==> config.mk <==
export PLATFORM = sky130hd
export DESIGN_NAME = ssdm_ram
export DESIGN_NICKNAME = d
export VERILOG_FILES = /design/src/sv/ssdm_ram.sv
export SDC_FILE = /design/constraint.sdc
export NUM_CORES = 1
export LEC_CHECK = 0
export BUFFER_PORTS_ARGS = -buffer_cell sky130_fd_sc_hd__clkbuf_2
export CORE_MARGIN = 8
export CORE_UTILIZATION = 50
export CTS_BUF_LIST = sky130_fd_sc_hd__clkbuf_2
export DETAILED_ROUTE_END_ITERATION = 16
export HOLD_SLACK_MARGIN = 0.08
export PLACE_DENSITY = 0.66
export SETUP_SLACK_MARGIN = 0.15
export SLEW_MARGIN = 30
export SYNTH_ARGS = -nofsm -noshare
export SYNTH_HDL_FRONTEND = slang
export SYNTH_SLANG_ARGS = --single-unit
==> constraint.sdc <==
create_clock -name clk -period 3.6 [get_ports clk]
set_input_delay 0.72 -clock clk [delete_from_list [all_inputs] [get_ports clk]]
set_output_delay 0.72 -clock clk [all_outputs]
set_load 0.005 [all_outputs]
==> src/sv/ssdm_ram.sv <==
module ssdm_ram #(
  parameter int WIDTH = 8,
  parameter int DEPTH = 64
) (
  clk,
  we,
  waddr,
  wdata,
  re,
  raddr,
  rdata
);
  localparam int AW = (DEPTH > 1) ? $clog2(DEPTH) : 1;

  input  logic             clk;
  input  logic             we;
  input  logic [AW-1:0]    waddr;
  input  logic [WIDTH-1:0] wdata;
  input  logic             re;
  input  logic [AW-1:0]    raddr;
  output logic [WIDTH-1:0] rdata;

  logic [WIDTH-1:0] mem [DEPTH];

  always_ff @(posedge clk) begin
    if (we) begin
      mem[waddr] <= wdata;
    end
    if (re) begin
      rdata <= mem[raddr];
    end
  end

endmodule

==> run metrics, run 1 <==
status finished clean; top cell family by delay on the critical path flip-flops; Top-Level Pins 31; first-pass GRT wire length 69,000 um; Worst Hold Launch wdata[1]; FP Rows 73; total power 10.9 mW; H-tree Lvls 3; dominant cell type by area after synthesis edfxtp_1; register bit total from synthesis 520; TritonCTS clock tree built; ys flop type edfxtp_1; CTS Buf Count 121; GP Congestion 0.834; Post-CTS Resized 0; reg2reg start mem[45][0]; syn nets 963; Initial DRC Count 1,005; Port Buffers 30; die width 217 um; DPL Wire Length 28,900 um; Fin. Hold Viols 0; Post-Syn Area per Cell 21.5 um2; Crit Path Category flop to output port; synthesized cell area 20,200 um2; fmax 431 MHz; Critical-path top delay cell edfxtp_1; Chip Height 217 um; sequential share of the synthesized area 0.771; share of cells above drive strength 1 0.360; largest net degree at the start of global routing 58; CTS root buffer clkbuf_2; Syn. warnings 0; Final Critical Period 2.32 ns; Worst-path clk slew 0.12 ns; setup tns final 0 ns; worst r2r dst rdata[0]; CP Capture Type output port; critical path buffer and inverter count 1; grt ovf 0; DR WL/cell 26.3 um; CP cell instances clkbuf_2; RSZ-0062 raised after global routing no; final wirelength 46,100 um; core area 39,800 um2; setup violators final 0; R2R Setup Slk 1.41 ns; largest stage delay on the critical path 0.46 ns; clk_lat worst skew 1.03 ns; initial antenna violation count 2; hold endpoint mem[14][1]; DRC 0; clock sink count 520; hold crit path type input pin to flop; Clock Tree Buf Depth 3; post-synth top area share 0.771; Power Density 483 nW/um2; total vias in the final route 10,300; Synth area leaders edfxtp_1 77%, mux4_2 14%, nor2_1 1.5%, mux2i_1 1.1%, mux2_2 0.72%; Final period util 0.645; Post-synth EDFFs 520; TritonRoute pass-1 iters 5; Worst Hold Depth 1; worst slew pin tran 0.926 ns; Slew HR 0.381; most frequent cells in the layout 520 x edfxtp_1, 188 x clkbuf_2, 126 x mux4_2; Leakage 7.41 nW; Syn-to-layout area delta 11.5%; crit path launch type flop; layout net count 1,160; Reg2Reg Depth 4; Worst Skew 0.0583 ns; via/cell ratio 5.88; die area 47,200 um2; Post-Syn Instances 940; CP Data Required Time 2.88 ns; antenna-violating nets left 0; vias in the first global route 10,700; commonest non-fill, non-tap cell in the layout edfxtp_1; Yosys cell types 39; Slew Viols, Final 0; Initial Utilization 0.508; FFs w/ async S/R, synth 0; Max FO, Critical Path 1; VDD IR max 0.000171 V; maxcap violations 0; critical path arrival 1.60 ns; All-Layer GR Usage 0.198
## synthesized netlist by cell type, drive strengths merged, types with 2 or more instances
| master | number |
|---|---|
| o32ai | 2 |
| o2bb2ai | 3 |
| nand2 | 19 |
| o221a | 2 |
| mux4 | 126 |
| o41ai | 2 |
| clkbuf | 17 |
| o21ai | 4 |
| nor2b | 14 |
| o22ai | 8 |
| nor3 | 7 |
| edfxtp | 520 |
| o2111ai | 3 |
| nand2b | 7 |
| o21a | 2 |
| mux2 | 13 |
| nor2 | 83 |
| buf | 34 |
| nor4 | 2 |
| nand3 | 13 |
| nand3b | 3 |
| a21oi | 3 |
| a211oi | 4 |
| a2111oi | 2 |
| mux2i | 23 |
| a221oi | 6 |
| o221ai | 8 |
| a22oi | 3 |
| nand4 | 2 |
## stage by stage
| stage | area (um2) | std cells | util | hold slack [ns] | setup WS, ns |
|---|---|---|---|---|---|
| final | 22600 | 1756 | 0.567 | 0.211 | 1.28 |
| after global routing | 22600 | 1756 | 0.567 | 0.141 | 1.14 |
| after CTS | 22600 | 1755 | 0.567 | 0.123 | 1.13 |
| after detailed placement | 21500 | 1538 | 0.540 | 0.885 | 0.377 |
| after global placement | 21500 | 1538 | 0.540 | 0.876 | 0.372 |
| after floorplan | 20200 | 940 | - | 0.797 | 1.07 |
## kinds of logic after synthesis
group / Yosys count / synth area share
compound gates: 54 / 0.0206
buf+inv: 51 / 0.0156
flops: 520 / 0.771
mux: 162 / 0.159
simple gates: 153 / 0.0337
## flip-flops by register name (all words and copies together) (netlist names)
| signal | count |
|---|---|
| rdata | 8 |
| mem | 512 |
## power by group
part           internal (mW)  total, mW  switching [mW]
registers               6.70       6.72          0.0168
logic                  0.245      0.630           0.385
clock network           1.32       3.56            2.24
## worst max path at each step
| stage | from | endpoint | slack [ns] | depth (start not counted) |
|---|---|---|---|---|
| floorplan | raddr[1] | rdata[3] | 1.07 | 7 |
| global placement | raddr[0] | rdata[2] | 0.37 | 8 |
| detailed placement | raddr[0] | rdata[7] | 0.38 | 6 |
| CTS | rdata[0] | rdata[0] | 1.13 | 1 |
| global route | rdata[0] | rdata[0] | 1.14 | 1 |
| finish | rdata[0] | rdata[0] | 1.28 | 1 |
## routing by layer
| metal | vias to the layer above | wire [um] | GRT usage |
|---|---|---|---|
| met5 | - | 0 | 0 |
| met4 | 0 | 1070 | 0.0701 |
| met3 | 79 | 3380 | 0.0411 |
| met2 | 458 | 22800 | 0.319 |
| met1 | 5381 | 18900 | 0.267 |
| li1 | 4409 | - | - |
## what timing repair did
action,4_1_cts,5_1_grt
hold endpoints to repair,3,0
hold buffers,1,0
setup buffers,0,0
## cell type report
cell class,instances,area [um2]
sequential,520,15600
antenna,1,2.50
tap,525,657
fill,3092,17200
timing repair buffer,125,935
multi-input combinational,369,4320
clock inverter,52,234
clock buffer,164,821
Note: power is estimated with default switching activity, not from simulation.
==> run 2: changes to the inputs <==
==> constraint.sdc (replaced) <==
create_clock -name clk -period 2.25 [get_ports clk]
set_input_delay 0.45 -clock clk [delete_from_list [all_inputs] [get_ports clk]]
set_output_delay 0.45 -clock clk [all_outputs]
set_load 0.005 [all_outputs]
==> run metrics, run 2 (synthesis gave the netlist of run 1 again) <==
Chip Height 217 um; post-route core utilization 0.590; commonest non-fill, non-tap cell in the layout edfxtp_1; TritonRoute pass-1 iters 5; Layout Cells excl Fill 1,837; CTS Buf Count 121; vias in the first global route 10,900; Final Critical Period 2.12 ns; Power Density 763 nW/um2; crit path capture rdata[5]; NetSw 4.23 mW; Crit Path Category flop to output port; DP Area 22,200 um2; critical path buffer and inverter count 1; Slew HR 0.505; first-pass GRT wire length 68,600 um; critical path arrival 1.67 ns; fmax 472 MHz; final wirelength 45,700 um; Flop pwr share 0.600; biggest regs mem: 512 flops, rdata: 8 flops; Reg2Reg Depth 5; worst r2r dst rdata[0]; die width 217 um; GP Congestion 0.798; Initial DRC Count 1,110; RSZ-0062 raised after global routing yes; total vias in the final route 10,600; combinational share of power 0.064; status finished clean; Critical-path top delay cell edfxtp_1; Clk pwr share 0.336; largest net degree at the start of global routing 65; TritonCTS clock tree built; Leakage 7.90 nW; Top-Level Pins 31; top cell family by delay on the critical path flip-flops; Max FO, Critical Path 1; DR WL/cell 24.9 um; via/cell ratio 5.75; most frequent cells in the layout 520 x edfxtp_1, 191 x clkbuf_2, 147 x buf_4; R2R Setup Slk 0.18 ns; Placed Cells 1,605; FP Rows 73; Post-CTS Setup Bufs 0; Int Power 13.7 mW; Initial Utilization 0.508; share of cells above drive strength 1 0.397; CP cell instances clkbuf_2; final instance area 23,500 um2; sw frac 0.236; Syn-to-layout area delta 16.0%; total power 17.9 mW; clk_lat worst skew 1.03 ns; DPL Wire Length 29,400 um; All-Layer GR Usage 0.197; layout net count 1,243; largest stage delay on the critical path 0.49 ns; antenna-violating nets left 0; max FFs per register 512; Fillers 3,022; initial antenna violation count 3; Fin. Hold Viols 0; Top reg by flops mem; setup violators final 0; CP Capture Type output port; crit path launch type flop; grt ovf 0; Port Buffers 30; reg2reg start mem[4][0]; VDD IR max 0.000355 V; Worst-path clk slew 0.10 ns; Final period util 0.942; Worst Setup SP rdata[5]; Slew Viols, Final 0; die area 47,200 um2; CP Data Required Time 1.80 ns; clock sink count 520; worst slew pin tran 0.743 ns; DRC 0; hold crit path type input pin to flop; Clock Tree Buf Depth 3; maxcap violations 0; CTS root buffer clkbuf_2; Worst Skew 0.0608 ns; H-tree Lvls 3; core area 39,800 um2; Crit path depth 1
run 2: cell types whose count changed in the layout (fill, tap and decap cells not counted), moves of 3 or more:
cell	change
buf_12	+12
clkinv_1	-9
bufinv_16	+3
dlygate4sd3_1	+16
nor2_1	-3
clkbuf_2	+3
buf_4	+54
nor2_2	+3
run 2: per-layer routing:
layer  track usage  share of wire  up-vias  routed length [um]
met3        0.0473          0.078       88                3550
met4        0.0771          0.027        0                1240
met1         0.277           0.43     5465               19700
li1              -              -     4585                   -
met5             0              0        -                   0
met2         0.297           0.46      427               21200
run 2: per-stage QoR:
step	hold WS [ns]	setup TNS [ns]	setup slack (ns)
after global placement	0.867	-3.14	-0.542
after global routing	0.152	0	0.0166
after detailed placement	0.893	-3.14	-0.474
after floorplan	0.549	0	0.115
final	0.222	0	0.130
after CTS	0.0884	-0.0171	-0.0171
run 2: layout make-up:
cell class | instances | area, um2 | area share
timing repair buffer | 208 | 1740 | 0.0742
antenna | 3 | 7.51 | 0.000320
tap | 525 | 657 | 0.0280
sequential | 520 | 15600 | 0.665
clock buffer | 165 | 826 | 0.0352
clock inverter | 47 | 295 | 0.0126
multi-input combinational | 369 | 4340 | 0.185
run 2: worst min-delay path by stage:
stage | start | endpoint | slack, ns | depth (start not counted)
floorplan | wdata[0] | mem[0][0] | 0.55 | 0
global placement | mem[31][4] | rdata[4] | 0.87 | 3
detailed placement | mem[30][6] | rdata[6] | 0.89 | 3
CTS | waddr[3] | mem[57][2] | 0.09 | 4
global route | waddr[4] | mem[50][0] | 0.15 | 4
finish | waddr[4] | mem[50][0] | 0.22 | 4
run 2: timing repair:
item                                    CTS  global route
hold buffers                             17             0
pin swaps                                 1             0
hold endpoints to repair                538             0
gates resized for setup                   5             3
endpoints found under the setup margin   11            11
run 2: power groups by stage:
stage	logic [mW]	registers [mW]	clock network, mW
2_1_floorplan	0.579	11.0	0
3_3_place_gp	1.10	11.0	0
3_5_place_dp	1.12	11.0	0
4_1_cts	1.15	10.8	6.22
5_1_grt	1.22	10.8	6.67
6_report	1.14	10.8	6.02
